`config.mk`:
```
export PLATFORM = sky130hd
export DESIGN_NAME = sprite_entry_tile_expander_flat
export DESIGN_NICKNAME = d
export VERILOG_FILES = /design/src/sete_pkg.sv /design/src/sete_if.sv /design/src/sete_decode.sv /design/src/sprite_entry_tile_expander.sv /design/src/flat_wrapper.sv
export SDC_FILE = /design/constraint.sdc
export NUM_CORES = 1
export LEC_CHECK = 0
export ABC_AREA = 1
export BUFFER_PORTS_ARGS = -buffer_cell sky130_fd_sc_hd__buf_2
export CORE_MARGIN = 5
export CORE_UTILIZATION = 40
export DETAILED_ROUTE_END_ITERATION = 6
export HOLD_SLACK_MARGIN = 0.12
export PLACE_DENSITY_LB_ADDON = 0.12
export SLEW_MARGIN = 5
export SYNTH_ARGS = -nofsm -noshare
export SYNTH_HDL_FRONTEND = slang
export SYNTH_HIERARCHICAL = 1
export SYNTH_SLANG_ARGS = --single-unit
```
`constraint.sdc`:
```
create_clock -name clk -period 3.18 [get_ports clk]
set_clock_uncertainty 0.1 [all_clocks]
set_input_delay 0.159 -clock clk [delete_from_list [all_inputs] [get_ports clk]]
set_output_delay 0.159 -clock clk [all_outputs]
set_load 0.01 [all_outputs]
```
`src/sete_pkg.sv`:
```
// Package for the sprite entry tile expander: position constants, field
// widths and the decoded-entry record passed from the decoder to the sequencer.
// No dependencies.
`default_nettype none

package sete_pkg;

	localparam int TILE_W   = 14;
	localparam int POS_W    = 10;
	localparam int XCALC_W  = 11;
	localparam int COLOUR_W = 5;
	localparam int CNT_W    = 3;

	// Horizontal arithmetic runs one bit wider so that the cull test sees the
	// true value before it is folded into the ten-bit field.
	localparam logic signed [XCALC_W-1:0] X_WRAP   = 11'sd320;
	localparam logic signed [XCALC_W-1:0] POS_SPAN = 11'sd512;
	localparam logic signed [XCALC_W-1:0] X_MIRROR = 11'sd304;
	localparam logic signed [XCALC_W-1:0] X_LIMIT  = 11'sd320;
	localparam logic signed [XCALC_W-1:0] X_MIN    = -11'sd15;

	localparam logic [POS_W-1:0] Y_MIRROR  = 10'd240;
	localparam logic [POS_W-1:0] Y_BIAS    = 10'd8;
	localparam logic [POS_W-1:0] TILE_STEP = 10'd16;

	typedef struct packed {
		logic                    drop;
		logic signed [POS_W-1:0] sx;
		logic [POS_W-1:0]        y_first;
		logic [TILE_W-1:0]       code_first;
		logic                    code_down;
		logic [CNT_W-1:0]        count;
		logic                    mx;
		logic                    my;
		logic [COLOUR_W-1:0]     colour;
	} sete_dec_t;

endpackage

`default_nettype wire

```
`src/sete_if.sv`:
```
// Channel interfaces of the sprite entry tile expander: the attribute entry
// channel and the tile command channel, each with valid/ready handshake.
// Depends on sete_pkg for field widths.
`default_nettype none

interface sete_in_if;
	import sete_pkg::*;
	logic        valid;
	logic        ready;
	logic [15:0] y_attr_word;
	logic [15:0] tile_word;
	logic [15:0] x_attr_word;
	logic        odd_frame;

	modport source(output valid, y_attr_word, tile_word, x_attr_word, odd_frame,
		input ready);
	modport sink(input valid, y_attr_word, tile_word, x_attr_word, odd_frame,
		output ready);
endinterface

interface sete_out_if;
	import sete_pkg::*;
	logic                    valid;
	logic                    ready;
	logic [TILE_W-1:0]       tile_number;
	logic signed [POS_W-1:0] screen_x;
	logic signed [POS_W-1:0] screen_y;
	logic                    mirror_x;
	logic                    mirror_y;
	logic [COLOUR_W-1:0]     colour_bank;
	logic                    last_tile;

	modport source(output valid, tile_number, screen_x, screen_y, mirror_x, mirror_y,
		colour_bank, last_tile, input ready);
	modport sink(input valid, tile_number, screen_x, screen_y, mirror_x, mirror_y,
		colour_bank, last_tile, output ready);
endinterface

`default_nettype wire

```
`src/sete_decode.sv`:
```
// Attribute decoder: unpacks one sprite entry into the start values of the
// tile column and decides whether the sprite is dropped. Uses sete_pkg.
`default_nettype none

module sete_decode
	import sete_pkg::*;
(
	input  wire logic [15:0] y_attr_word,
	input  wire logic [15:0] tile_word,
	input  wire logic [15:0] x_attr_word,
	input  wire logic        odd_frame,
	input  wire logic        flip,
	output sete_dec_t        dec
);

	logic signed [XCALC_W-1:0] x_raw, x_wrap, x_mir, x_fin;
	logic [POS_W-1:0]          y_wrap, y_fin, col_span;
	logic [CNT_W-1:0]          multi;
	logic [TILE_W-1:0]         base, multi_ext;
	logic                      fx, fy, cull;

	always_comb begin
		fx = y_attr_word[13];
		fy = y_attr_word[14];
		multi = CNT_W'((4'd1 << y_attr_word[10:9]) - 4'd1);

		x_raw  = $signed({2'b00, x_attr_word[8:0]});
		x_wrap = (x_raw >= X_WRAP) ? x_raw - POS_SPAN : x_raw;
		x_mir  = X_MIRROR - x_wrap;
		x_fin  = flip ? x_wrap : x_mir;
		cull   = (x_fin >= X_LIMIT) || (x_fin < X_MIN);

		// Folding positions of 256 and above down by 512 is a sign extension
		// of the nine-bit field in ten-bit arithmetic.
		y_wrap   = {y_attr_word[8], y_attr_word[8:0]};
		y_fin    = flip ? y_wrap : Y_MIRROR - y_wrap;
		col_span = {{(POS_W-CNT_W-4){1'b0}}, multi, 4'b0000};

		base      = tile_word[TILE_W-1:0];
		multi_ext = {{(TILE_W-CNT_W){1'b0}}, multi};

		dec.drop       = (y_attr_word[12] && odd_frame) || cull;
		dec.sx         = x_fin[POS_W-1:0];
		dec.y_first    = flip ? y_fin - Y_BIAS + col_span : y_fin - Y_BIAS - col_span;
		dec.code_first = fy ? (base | multi_ext) : (base & ~multi_ext);
		dec.code_down  = fy;
		dec.count      = multi;
		dec.mx         = fx ^ flip;
		dec.my         = fy ^ flip;
		dec.colour     = x_attr_word[13:9];
	end

endmodule

`default_nettype wire

```
`src/sprite_entry_tile_expander.sv`:
```
// Sprite entry tile expander: takes one sprite attribute entry and emits its
// column of 16x16 tile draw commands. Uses sete_pkg, sete_if and sete_decode.
//
// Channels: "entry" carries one three-word attribute entry plus the frame
// parity; "tile" carries tile draw commands, the final one of a sprite marked
// by last_tile. Both use valid/ready; a transfer happens on a clock edge with
// both high. cfg_we/cfg_wdata write the screen flip bit; write it only while
// the block is idle.
// Timing: an accepted entry is decoded in the transfer cycle. A column of N
// tiles (N = 1, 2, 4 or 8) then leaves at one command per cycle while the
// receiver is ready; the transfer loads the sequencer state and the first
// command then passes through the output register. A single stepping unit
// advances y and tile code once per command. A dropped entry (flicker on an
// odd frame, or off-screen) gives nothing and leaves the block idle.
// entry.ready is low while a column is emitted. A stalled receiver holds the
// command in the output register and pauses the stepping unit; nothing is
// lost. Reset clears the sequencer, the output valid and the screen flip bit.
`default_nettype none

module sprite_entry_tile_expander
	import sete_pkg::*;
(
	input  wire logic  clk,
	input  wire logic  arst_n,
	input  wire logic  cfg_we,
	input  wire logic  cfg_wdata,
	sete_in_if.sink    entry,
	sete_out_if.source tile
);

	typedef enum logic {ST_IDLE, ST_RUN} state_t;

	state_t                  state_q;
	logic                    flip_q;
	logic                    out_valid_q;
	logic [TILE_W-1:0]       out_tile_q;
	logic signed [POS_W-1:0] out_x_q;
	logic [POS_W-1:0]        out_y_q;
	logic                    out_mx_q, out_my_q, out_last_q;
	logic [COLOUR_W-1:0]     out_colour_q;

	logic [POS_W-1:0]        y_q;
	logic [TILE_W-1:0]       code_q;
	logic [CNT_W-1:0]        cnt_q;
	logic signed [POS_W-1:0] sx_q;
	logic                    down_q, step_up_q, mx_q, my_q;
	logic [COLOUR_W-1:0]     colour_q;

	sete_dec_t dec;
	logic      accept, emit;

	sete_decode u_decode (
		.y_attr_word (entry.y_attr_word),
		.tile_word   (entry.tile_word),
		.x_attr_word (entry.x_attr_word),
		.odd_frame   (entry.odd_frame),
		.flip        (flip_q),
		.dec         (dec)
	);

	assign entry.ready = (state_q == ST_IDLE);
	assign accept      = entry.valid && entry.ready;
	assign emit        = (state_q == ST_RUN) && (!out_valid_q || tile.ready);

	always_ff @(posedge clk or negedge arst_n) begin
		if (!arst_n) begin
			flip_q <= 1'b0;
		end else if (cfg_we) begin
			flip_q <= cfg_wdata;
		end
	end

	always_ff @(posedge clk or negedge arst_n) begin
		if (!arst_n) begin
			state_q      <= ST_IDLE;
			out_valid_q  <= 1'b0;
			out_tile_q   <= '0;
			out_x_q      <= '0;
			out_y_q      <= '0;
			out_mx_q     <= 1'b0;
			out_my_q     <= 1'b0;
			out_colour_q <= '0;
			out_last_q   <= 1'b0;
			y_q          <= '0;
			code_q       <= '0;
			cnt_q        <= '0;
			sx_q         <= '0;
			down_q       <= 1'b0;
			step_up_q    <= 1'b0;
			mx_q         <= 1'b0;
			my_q         <= 1'b0;
			colour_q     <= '0;
		end else begin
			if (tile.ready && !emit) begin
				out_valid_q <= 1'b0;
			end
			unique case (state_q)
				ST_IDLE: begin
					if (accept && !dec.drop) begin
						state_q   <= ST_RUN;
						y_q       <= dec.y_first;
						code_q    <= dec.code_first;
						cnt_q     <= dec.count;
						sx_q      <= dec.sx;
						down_q    <= dec.code_down;
						step_up_q <= flip_q;
						mx_q      <= dec.mx;
						my_q      <= dec.my;
						colour_q  <= dec.colour;
					end
				end
				ST_RUN: begin
					if (emit) begin
						out_valid_q  <= 1'b1;
						out_tile_q   <= code_q;
						out_x_q      <= sx_q;
						out_y_q      <= y_q;
						out_mx_q     <= mx_q;
						out_my_q     <= my_q;
						out_colour_q <= colour_q;
						out_last_q   <= (cnt_q == '0);
						// The column walks from the highest tile index to index 0.
						if (cnt_q == '0) begin
							state_q <= ST_IDLE;
						end else begin
							cnt_q  <= cnt_q - 1'b1;
							y_q    <= step_up_q ? y_q - TILE_STEP : y_q + TILE_STEP;
							code_q <= down_q ? code_q - 1'b1 : code_q + 1'b1;
						end
					end
				end
				default: begin
					state_q <= ST_IDLE;
				end
			endcase
		end
	end

	assign tile.valid       = out_valid_q;
	assign tile.tile_number = out_tile_q;
	assign tile.screen_x    = out_x_q;
	assign tile.screen_y    = $signed(out_y_q);
	assign tile.mirror_x    = out_mx_q;
	assign tile.mirror_y    = out_my_q;
	assign tile.colour_bank = out_colour_q;
	assign tile.last_tile   = out_last_q;

	a_start_column: assert property (@(posedge clk) disable iff (!arst_n)
		(accept && !dec.drop) |=> (state_q == ST_RUN))
		else $error("accepted visible sprite did not start a column");

	a_drop_stays_idle: assert property (@(posedge clk) disable iff (!arst_n)
		(accept && dec.drop) |=> entry.ready)
		else $error("dropped sprite left the block busy");

	a_count_steps: assert property (@(posedge clk) disable iff (!arst_n)
		(emit && cnt_q != '0) |=> (cnt_q == $past(cnt_q) - 1'b1) && (state_q == ST_RUN))
		else $error("tile counter did not step by one");

	a_last_ends: assert property (@(posedge clk) disable iff (!arst_n)
		(emit && cnt_q == '0) |=> (entry.ready && out_last_q))
		else $error("final tile did not end the column");

	a_x_on_screen: assert property (@(posedge clk) disable iff (!arst_n)
		tile.valid |-> (tile.screen_x >= -10'sd15) && (tile.screen_x <= 10'sd319))
		else $error("tile command outside the visible x range");

endmodule

`default_nettype wire
```
`src/flat_wrapper.sv`:
```
// flat-port wrapper written by rule: the top's interface ports become plain ports
module sprite_entry_tile_expander_flat import sete_pkg::*;
  (clk, arst_n, cfg_we, cfg_wdata, entry_valid, entry_y_attr_word, entry_tile_word, entry_x_attr_word, entry_odd_frame, entry_ready, tile_valid, tile_tile_number, tile_screen_x, tile_screen_y, tile_mirror_x, tile_mirror_y, tile_colour_bank, tile_last_tile, tile_ready);
  sete_in_if entry_i ();
  sete_out_if tile_i ();
  input  wire logic clk;
  input  wire logic arst_n;
  input  wire logic cfg_we;
  input  wire logic cfg_wdata;
  input wire logic [$bits(entry_i.valid)-1:0] entry_valid;
  input wire logic [$bits(entry_i.y_attr_word)-1:0] entry_y_attr_word;
  input wire logic [$bits(entry_i.tile_word)-1:0] entry_tile_word;
  input wire logic [$bits(entry_i.x_attr_word)-1:0] entry_x_attr_word;
  input wire logic [$bits(entry_i.odd_frame)-1:0] entry_odd_frame;
  output wire logic [$bits(entry_i.ready)-1:0] entry_ready;
  output wire logic [$bits(tile_i.valid)-1:0] tile_valid;
  output wire logic [$bits(tile_i.tile_number)-1:0] tile_tile_number;
  output wire logic [$bits(tile_i.screen_x)-1:0] tile_screen_x;
  output wire logic [$bits(tile_i.screen_y)-1:0] tile_screen_y;
  output wire logic [$bits(tile_i.mirror_x)-1:0] tile_mirror_x;
  output wire logic [$bits(tile_i.mirror_y)-1:0] tile_mirror_y;
  output wire logic [$bits(tile_i.colour_bank)-1:0] tile_colour_bank;
  output wire logic [$bits(tile_i.last_tile)-1:0] tile_last_tile;
  input wire logic [$bits(tile_i.ready)-1:0] tile_ready;
  assign entry_i.valid = entry_valid;
  assign entry_i.y_attr_word = entry_y_attr_word;
  assign entry_i.tile_word = entry_tile_word;
  assign entry_i.x_attr_word = entry_x_attr_word;
  assign entry_i.odd_frame = entry_odd_frame;
  assign entry_ready = entry_i.ready;
  assign tile_valid = tile_i.valid;
  assign tile_tile_number = tile_i.tile_number;
  assign tile_screen_x = tile_i.screen_x;
  assign tile_screen_y = tile_i.screen_y;
  assign tile_mirror_x = tile_i.mirror_x;
  assign tile_mirror_y = tile_i.mirror_y;
  assign tile_colour_bank = tile_i.colour_bank;
  assign tile_last_tile = tile_i.last_tile;
  assign tile_i.ready = tile_ready;
  sprite_entry_tile_expander u_core (.clk(clk), .arst_n(arst_n), .cfg_we(cfg_we), .cfg_wdata(cfg_wdata), .entry(entry_i), .tile(tile_i));
endmodule
```
Word level (Yosys, flattened, before mapping)
Cells that the tools add are included.
- register bits: 91
- bits of input ports: 55
- output and inout bits: 44
- word-level logic and storage cells: 85
- add/sub/neg operators: 12
- magnitude comparators: 3
- equal/unequal tests: 3
- shift-type cells: 1
- multiplexer cells: 26
- bitwise logic cells: 6
- reductions and logical operators: 15
- operators with widths (operator ; count):
    2-to-1 mux 14 bit ; 5
    2-to-1 mux 10 bit ; 6
    one-hot mux 14 bit (2 select lines) ; 1
    2-to-1 mux 11 bit ; 2
    one-hot mux 10 bit (2 select lines) ; 1
    adder 14 x 1 -> 14 bit (second input constant) ; 1
    AND 14 bit ; 1
    NOT 3 -> 14 bit ; 1
    bitwise OR 14 x 3 -> 14 bit ; 1
    subtractor 14 x 1 -> 14 bit (second input constant) ; 1
    greater-or-equal comparator 11 x 10 -> 1 bit (second input constant) ; 1
    < comparator 11 x 5 -> 1 bit (second input constant) ; 1
    subtractor 10 x 11 -> 11 bit (first input constant) ; 1
    subtractor 9 x 10 -> 11 bit (second input constant) ; 1
    adder 10 x 5 -> 10 bit (second input constant) ; 1
    adder 10 x 7 -> 10 bit ; 1
    subtractor 10 x 4 -> 10 bit (second input constant) ; 1
    subtractor 10 x 5 -> 10 bit (second input constant) ; 1
    subtractor 10 x 7 -> 10 bit ; 1
    subtractor 9 x 9 -> 10 bit (first input constant) ; 1
    greater-or-equal comparator 9 bit (second input constant) ; 1
    2-to-1 mux 3 bit ; 3
    2-to-1 mux 1 bit ; 6
    inequality test 2 bit (second input constant) ; 3
    12 further kinds ; 23

Depth between registers and ports, before layout
Gate-level depths: netlist (run 1).
- depth in word-level cells: 11
- depth in mapped cells: 22

Modules after synthesis
The synthesis (run 1) kept the hierarchy.
- modules (own cells, without submodules) (module ; times used ; cells an instance ; area each (um^2)):
    sprite_entry_tile_expander ; 1 ; 582 ; 4590.7
    sete_decode ; 1 ; 225 ; 1266.2

Least setup slack after synthesis (run 1)
OpenSTA, ideal clock, no wires.
- kind: register to register
- start point: register u_core.flip_q
- end point: register u_core.y_q[9]
- arrival time: 2.549 ns
- required time: 2.951 ns
- slack: 0.402 ns
- stages on the path, launching flop included: 21
- path buffers: 1
- cell sequence: dfrtp_1 buf_6 a21oi_1 xor2_1 inv_1 ha_1 nand3_1 nor2_2 xnor2_1 ha_1 nand2_1 inv_1 nand4_1 nand3_1 nand3b_1 nand2_1 inv_1 nand2_1 nand2_1 o21ai_0 o22ai_1
- RTL lines (item ; line ; RTL):
    from (decl) ; sprite_entry_tile_expander.sv:34 ; logic flip_q;
    from (signal assigned) ; sprite_entry_tile_expander.sv:69 ; flip_q <= cfg_wdata;
    to (signal assigned) ; sprite_entry_tile_expander.sv:101 ; y_q <= dec.y_first;
    to (signal assigned) ; sprite_entry_tile_expander.sv:127 ; y_q <= step_up_q ? y_q - TILE_STEP : y_q + TILE_STEP;
    to (decl) ; sprite_entry_tile_expander.sv:42 ; logic [POS_W-1:0] y_q;

==> run metrics, run 1 <==
P&R area growth vs syn=19.0%; crit path DAT=roughly 3.1 ns; number of synthesized flops with an enable pin=0; ys async rst share=100%; placed cells=between 1k and 1.5k; Placeable Area=0.0144 sq mm; root buf cell=clkbuf_16; dominant cells by area after synthesis=dfrtp_1 39%, nand2_1 18%, inv_1 6.7%, ha_1 6.4%, o21ai_0 3.9%; Die Span Y=131 microns; fraction of layout cells with a size suffix above 1=between 15 and 20%; Die Wd=between 100 and 150 microns; Final Core Density=48.3%; first-pass GRT wire length=24.3 mm; Least-Margin Pin Slew=1.15 ns; drt drc=0; clk_lat worst skew=0.35 ns; launch point of the worst hold path=entry_tile_word[1]; top cells by count, synth=285 x nand2_1, 104 x inv_1, 91 x dfrtp_1; Max Cap Viol=0; min Tclk post-route=2.97 ns; largest area contributor in the netlist=dfrtp_1; worst vdd ir=0.374 mV; post-synthesis register bit count=91; overall die area=0.0172 sq mm; routed wire length per instance=13.4 microns; Setup violations, final=0; CTS Buffer Depth=2; clock buffer count from CTS=9; pre-CTS setup slack=0.194 ns; status=completed; initial antenna violation count=0; Setup crit start=entry_y_attr_word[2]; Worst Path Required=3.31 ns; Mapped Cells=807; Max Slew Vio Count=0; Critical Path Source Type=input pin; clock sink count=slightly above 90; Synth Cell Area=0.00586 sq mm; vias in the first global route=between 5k and 6k; DRT iter0 DRCs=between 200 and 250; H-tree levels=3; Clock transition at path regs=0.07 ns; pwr dens=970 mW/mm^2; launching point of the worst reg2reg path=u_core/flip_q; syn avg cell area=just over 7 sq um; Worst Slack Setup Final=0.207 ns; most numerous cell in the Yosys netlist=nand2_1; final worst-path cycle share=93.5%; row cnt=44; Placer Congestion=0.838; Max transition margin=between 20 and 25%; final hold viol count=0; drt total wl=~15 mm; Vias per Instance=4.79; post-synth top area share=38.9%; HP Class=input pin to flop; Peak Freq=336 MHz; ANT nets after route=0; Top FF cell, synth=dfrtp_1; Setup crit end kind=flop; I/O Buffers=just over 90; total grt overflow=0; Ant. Diodes=0; Syn Nets=895; Finished Layout Cells=1096; Yosys warning total=6; GRT Overall Usage=17.9%; hpwl dp=10.8 mm; I/O pin total=99; fin nets=995; drt first pass iters=4; CTS tree=done; Cell variety after synth=38; post-synthesis sequential area ratio=between 30% and 40%; leakage=0.00379 uW; worst-path fanout max=3; Crit Path Class=input pin to flop; RSZ-0062 raised after global routing=yes; Starting Density=40.6%; vias=5255; pin count of the biggest net entering global routing=67
area by class of cell:
type / instances / area, sq um
clock buffers: 10 / 229
multi-input cells: 562 / 2910
clock inverters: 6 / 56.3
flip-flops and latches: 91 / 2280
inverters: 109 / 414
fillers: 1447 / 7460
well taps: 184 / 230
repair buffers: 134 / 856
path summary, 6_finish.rpt:
path,slack (ns),end,cells after the start
setup / recovery,0.21,u_core/y_q[8],18
max in group asynchronous,1.92,u_core/code_q[2],3
hold reg to reg,0.37,u_core/tile.mirror_x,2
setup reg to reg,0.25,u_core/y_q[8],15
min in group asynchronous,0.32,u_core/tile.colour_bank[2],2
hold / removal,0.13,u_core/code_q[1],5
cell usage in the layout (no fill, tap or decap), types with 2 or more instances in the layout:
master	instances
nand3b_1	4
inv_1	103
xor2_1	15
nor2_4	2
dlygate4sd3_1	31
buf_4	12
o21ai_0	45
inv_6	3
inv_2	5
ha_1	29
o211ai_1	4
xor2_2	2
nor2_1	50
nor2_2	3
buf_2	91
a21oi_1	25
nand2_1	285
fa_1	2
clkbuf_16	9
nand2_2	5
inv_8	2
nand3_2	3
a21oi_2	2
dfrtp_1	91
a31oi_1	4
xnor2_1	7
o21ai_1	26
nand4_1	6
nand3_1	31
sequential cells by signal, summed over array words and instances (netlist names), 3 cells and up:
signal,cells
u_core/cnt_q,3
u_core/code_q,14
u_core/colour_q,5
u_core/sx_q,10
u_core/tile.colour_bank,5
u_core/tile.screen_x,10
u_core/tile.screen_y,10
u_core/tile.tile_number,14
u_core/y_q,10
through the flow:
step | area (sq um) | hold slack [ns] | setup TNS [ns] | power [uW]
6_report | 6970 | 0.132 | 0 | 6760
4_1_cts | 6920 | 0.125 | 0 | 6820
3_5_place_dp | 6320 | 0.180 | 0 | 5700
3_3_place_gp | 6320 | 0.169 | 0 | 5600
5_1_grt | 6970 | 0.166 | -0.0346 | 7480
2_1_floorplan | 5860 | -0.237 | 0 | 4700
logic make-up (layout without fill, tap and decap cells):
kind of cell	Yosys count	after routing	synth area share (%)
multiplexers	1	1	0.192
adder cells (fa/ha/maj)	33	33	7.43
buffers and inverters	154	259	12.1
flip-flops	91	91	38.9
XOR/XNOR	24	24	3.72
AND/OR/NAND/NOR	393	393	27.6
AO/OA/AOI/OAI	111	111	10.1
metal layers:
layer / vias up / wire (microns) / track usage, %
met4: 0 / 255 / 6.53
met5: - / 0 / 0
met2: 116 / 7050 / 30.6
li1: 2705 / - / -
met1: 2421 / 6880 / 23.4
met3: 13 / 553 / 1.91
worst max-delay path: stages:
cell           delay (ns)
dlygate4sd3_1        0.51
buf_2                0.15
nor2_1               0.05
a21oi_1              0.16
xor2_1               0.23
inv_1                0.09
ha_1                 0.29
inv_1                0.07
ha_1                 0.19
inv_1                0.08
fa_2                 0.36
o21ai_0              0.18
a21oi_1              0.10
xnor2_1              0.14
nor2_1               0.10
nor2_1               0.05
o21ai_0              0.07
o21ai_0              0.10
what timing repair did:
action,4_1_cts,5_1_grt
setup endpoints to repair,0,2
setup buffers,0,2
hold buffers,31,0
gates resized for setup,0,8
hold endpoints to repair,85,0
report_power, final:
part,internal [uW],total (uW),leakage [uW],switching (uW)
Combinational,1350,3610,0.00254,2260
Clock,549,1060,0.000138,507
Sequential,1720,2090,0.00112,366
Power figures use the tool's default switching activity.
==> run 2, diff against run 1 <==
--- a/config.mk
+++ b/config.mk
@@ -8,10 +8,10 @@
 export ABC_AREA = 1
 export BUFFER_PORTS_ARGS = -buffer_cell sky130_fd_sc_hd__buf_2
 export CORE_MARGIN = 5
-export CORE_UTILIZATION = 40
+export CORE_UTILIZATION = 54
 export DETAILED_ROUTE_END_ITERATION = 6
 export HOLD_SLACK_MARGIN = 0.12
-export PLACE_DENSITY_LB_ADDON = 0.12
+export PLACE_DENSITY = 0.74
 export SLEW_MARGIN = 5
 export SYNTH_ARGS = -nofsm -noshare
 export SYNTH_HDL_FRONTEND = slang
==> run metrics, run 2 (synthesized netlist as in run 1, its figures left out) <==
multi-input logic area=0.00290 sq mm; status=completed; combinational power share=55.1%; Fillers=970; Sw Ratio=46.0%; min Tclk post-route=3.05 ns; commonest non-fill, non-tap cell in the layout=nand2_1; worst-path fanout max=4; CP Cell Sequence=dlygate4sd3_1, buf_2, inv_2, ha_4, nand3_2, xor2_2, inv_1, ha_1, nand3_1, nor2_2, xnor2_1, ha_1, nand2_1, inv_1, nand4_1, nand3_1, nand3b_1, nand2_1, inv_1, nand2_1, nand2_1, o21ai_2, o22ai_1; clk_lat worst skew=0.36 ns; Clk pwr share=around 13%; launching point of the worst reg2reg path=u_core/flip_q; pin count of the biggest net entering global routing=67; P&R area growth vs syn=17.6%; Clock transition at path regs=0.10 ns; design area=around 0.0069 sq mm; drt first pass iters=4; Setup violations, final=0; HP Class=input pin to asynchronous set/reset pin; Max transition margin=around 28%; most frequent cells in the layout=285 x nand2_1, 102 x inv_1, 91 x buf_2, 91 x dfrtp_1, 50 x nor2_1; Worst Path Required=3.32 ns; overall die area=0.0130 sq mm; Placer Congestion=0.895; final worst-path cycle share=roughly 96%; worst vdd ir=0.401 mV; drt total wl=around 13 mm; pre-CTS setup slack=0.211 ns; I/O pin total=99; Setup crit end kind=flop; H-tree levels=3; crit path DAT=3.19 ns; fin nets=1001; Seq pwr share=32.1%; leakage=0.00378 uW; Die Wd=114 microns; Min Hold Slack=between 0.15 and 0.2 ns; DRT iter0 DRCs=between 200 and 300; Pint=3490 uW; Die Span Y=roughly 110 microns; Ant. Diodes=0; clock sink count=91; CTS tree=done; Post-DP Area=between 0.006 and 0.007 sq mm; Max Slew Vio Count=0; clock buffer count from CTS=9; GRT Overall Usage=20.9%; critical path's slowest cell=dlygate4sd3_1; drt drc=0; Placeable Area=0.0107 sq mm; vias=about 5.1k; vias in the first global route=4758; Setup crit start=entry_y_attr_word[0]; Crit Path Class=input pin to flop; root buf cell=clkbuf_8; Least-Margin Pin Slew=1.08 ns; final hold viol count=0; hpwl dp=9.26 mm; Worst Slack Setup Final=0.131 ns; Critical Path Source Type=input pin; Peak Freq=328 MHz; Fin Setup TNS=0 ns; pwr dens=938 mW/mm^2; reg2reg path depth=20; I/O Buffers=just over 90; Final Core Density=64.1%; Starting Density=54.5%; ANT nets after route=0; routed wire length per instance=12.4 microns; Crit path top cell by count=nand2_1; row cnt=38; first-pass GRT wire length=22.2 mm; initial antenna violation count=0; Vias per Instance=4.83; CTS Buffer Depth=2; fraction of layout cells with a size suffix above 1=between 15 and 20%; Crit path largest cell delay=0.53 ns; Max Cap Viol=0; P_sw=2970 uW; Register Area=0.00228 sq mm; total grt overflow=0
-- run 2: final cells by class --
cell class,count,area share (%)
repair buffers,140,13.3
inverters,109,6.01
well taps,140,2.54
clock buffers,11,2.20
clock inverters,5,0.854
multi-input cells,562,42.1
flip-flops and latches,91,33.1
-- run 2: per-layer routing --
layer  track usage, %  vias up  part of all wire, %
met4             6.49        0                  1.5
li1                 -     2708                    -
met3             3.38       14                  4.2
met1             29.5     2287                   47
met5                0        -                    0
met2             33.1      103                   47
-- run 2: what timing repair did --
item | 4_1_cts | 5_1_grt
endpoints found under the hold margin | 127 | 0
setup buffers | 0 | 3
hold buffers | 36 | 0
setup endpoints to repair | 0 | 2
gates resized for setup | 0 | 8
-- run 2: worst paths after layout --
check | slack, ns | endpoint
min in group clk | 0.15 | u_core/sx_q[1]
hold / removal | 0.15 | u_core/tile.colour_bank[0]
setup / recovery | 0.13 | u_core/y_q[9]
max in group asynchronous | 2.05 | u_core/tile.tile_number[6]
hold reg to reg | 0.37 | u_core/tile.tile_number[13]
setup reg to reg | 0.20 | u_core/y_q[9]
-- run 2: power by group through the flow --
stage / Sequential [uW] / Clock (uW) / Combinational [uW]
2_1_floorplan: 2140 / 0 / 2560
3_3_place_gp: 2080 / 0 / 3410
3_5_place_dp: 2090 / 0 / 3490
4_1_cts: 2070 / 839 / 3540
5_1_grt: 2150 / 899 / 4110
6_report: 2070 / 823 / 3560
-- run 2: per-stage QoR --
step,power [uW],cells
floorplan,4700,807
global placement,5490,1003
detailed placement,5580,1003
CTS,6450,1055
global route,7160,1058
finish,6460,1058
-- run 2: critical path, delay by kind of cell --
| family | cells | cell delay [ns] |
|---|---|---|
| AOI/OAI and AO/OA | 2 | 0.23 |
| xor gates and xnor gates | 2 | 0.31 |
| adders and majority gates | 3 | 0.69 |
| buffers and inverters | 6 | 0.89 |
| and+or+nand+nor | 10 | 0.90 |
==> run 3, diff against run 2 <==
--- a/config.mk
+++ b/config.mk
@@ -12,6 +12,7 @@
 export DETAILED_ROUTE_END_ITERATION = 6
 export HOLD_SLACK_MARGIN = 0.12
 export PLACE_DENSITY = 0.74
+export RECOVER_POWER = 25
 export SLEW_MARGIN = 5
 export SYNTH_ARGS = -nofsm -noshare
 export SYNTH_HDL_FRONTEND = slang
==> run metrics, run 3 (synthesized netlist as in run 1, its figures left out) <==
worst vdd ir=between 0.3 and 0.4 mV; Starting Density=54.5%; Pint=between 3000 and 4000 uW; Max Slew Vio Count=33; Register Area=approximately 0.0023 sq mm; Setup crit end kind=flop; CTS tree=done; Min Hold Slack=0.152 ns; Placer Congestion=~0.89; I/O pin total=a little under 100; leakage=0.00369 uW; Worst Path Required=3.32 ns; I/O Buffers=92; overall die area=around 0.013 sq mm; min Tclk post-route=3.05 ns; pwr dens=938 mW/mm^2; DRT iter0 DRCs=271; most frequent cells in the layout=285 x nand2_1, 102 x inv_1, 91 x dfrtp_1; worst-path fanout max=4; launching point of the worst reg2reg path=u_core/flip_q; drt drc=0; Peak Freq=328 MHz; root buf cell=clkbuf_8; first-pass GRT wire length=22.2 mm; P_sw=2980 uW; clock buffer count from CTS=9; final worst-path cycle share=a little over nine tenths; Critical Path Source Type=input pin; Vias per Instance=4.85; fin nets=1001; drt total wl=13.2 mm; row cnt=38; ANT nets after route=0; P&R area growth vs syn=17.0%; reg2reg path depth=20; multi-input logic area=0.00290 sq mm; Reg-to-Reg End=u_core/y_q[9]; H-tree levels=3; initial antenna violation count=0; status=complete, but fails checks; total grt overflow=0; Fillers=976; vias in the first global route=4758; Final Core Density=63.8%; clk_lat worst skew=~0.36 ns; Setup crit start=entry_y_attr_word[0]; combinational power share=54.8%; Ant. Diodes=0; placed cells=between 1k and 1.5k; vias=~5.1k; Total Power=~6400 uW; Max Cap Viol=1; commonest non-fill, non-tap cell in the layout=nand2_1; Die Span Y=114 microns; Worst setup endpoint=u_core/y_q[9]; Sw Ratio=46.3%; CTS Buffer Depth=2; fraction of layout cells with a size suffix above 1=13.5%; Finished Layout Cells=1058; Placeable Area=0.0107 sq mm; Least-Margin Pin Slew=around 1.7 ns; drt first pass iters=6; Clock transition at path regs=0.09 ns; crit path DAT=3.19 ns; Crit Path Class=input pin to flop; routed wire length per instance=between 10 and 15 microns; GRT Overall Usage=about a fifth; final hold viol count=0; hpwl dp=about 9.3 mm; failing checks=capacitance limit, slew limit; r2r setup slk=0.20 ns; clock sink count=91; pin count of the biggest net entering global routing=67; HP Class=input pin to flop; Clk pwr share=12.8%; Max transition margin=-15.3%; Setup violations, final=0; Die Wd=114 microns; Seq pwr share=32.4%
-- run 3: cell count changes in the layout (fill, tap and decap cells not counted), sizes merged --
cell and change:
buf -27, clkbuf +27
-- run 3: timing repair --
| item | CTS | global route |
|---|---|---|
| setup buffers | 0 | 3 |
| endpoints found under the hold margin | 127 | 0 |
| hold buffers | 36 | 0 |
| gates resized for setup | 0 | 8 |
| setup endpoints to repair | 0 | 2 |
-- run 3: power groups by stage --
stage / Combinational (uW) / Sequential (uW) / Clock (uW)
floorplan: 2560 / 2140 / 0
global route: 4070 / 2150 / 899
finish: 3520 / 2080 / 824
CTS: 3540 / 2070 / 839
global placement: 3410 / 2080 / 0
detailed placement: 3490 / 2090 / 0
-- run 3: cell type report --
| cell class | instances | share of cell area, % |
|---|---|---|
| Clock buffer | 11 | 2.21 |
| Clock inverter | 5 | 0.858 |
| Inverter | 109 | 6.05 |
| Multi-Input combinational cell | 562 | 42.3 |
| Sequential cell | 91 | 33.2 |
| Tap cell | 140 | 2.56 |
| Timing Repair Buffer | 140 | 12.8 |
-- run 3: worst min path at each step --
| stage | start | slack (ns) | depth (start not counted) | end |
|---|---|---|---|---|
| after floorplan | arst_n | -0.24 | 0 | u_core/cnt_q[0] |
| after global placement | arst_n | 0.02 | 1 | u_core/tile.colour_bank[0] |
| after detailed placement | arst_n | 0.02 | 1 | u_core/tile.colour_bank[0] |
| after CTS | entry_x_attr_word[1] | 0.12 | 5 | u_core/sx_q[1] |
| after global routing | entry_x_attr_word[1] | 0.17 | 5 | u_core/sx_q[1] |
| final | entry_x_attr_word[1] | 0.15 | 5 | u_core/sx_q[1] |
-- run 3: worst max-delay path, stage by stage --
cell           delay (ns)
dlygate4sd3_1        0.53
buf_2                0.13
inv_2                0.09
ha_4                 0.15
nand3_2              0.10
xor2_2               0.18
inv_1                0.06
ha_1                 0.19
nand3_1              0.12
nor2_2               0.06
xnor2_1              0.13
ha_1                 0.35
nand2_1              0.08
inv_1                0.04
nand4_1              0.07
nand3_1              0.11
nand3b_1             0.17
nand2_1              0.09
inv_1                0.04
nand2_1              0.05
nand2_1              0.06
o21ai_2              0.13
o22ai_1              0.10
-- run 3: stage by stage --
step / worst slack [ns] / area [sq um] / setup TNS, ns
floorplan: 0.402 / 5860 / 0
global placement: 0.253 / 6270 / 0
detailed placement: 0.211 / 6270 / 0
CTS: 0.0511 / 6840 / 0
global route: -0.0739 / 6850 / -0.0739
finish: 0.128 / 6850 / 0
-- run 3: layer usage --
metal  up-vias  global-route usage, %  routed length (microns)  part of all wire (%)
met4         0                   6.49                      201                   1.5
met2       100                   33.1                     6200                    47
met5         -                      0                        0                     0
met3        14                   3.38                      525                   4.0
li1       2710                      -                        -                     -
met1      2308                   29.5                     6250                    47
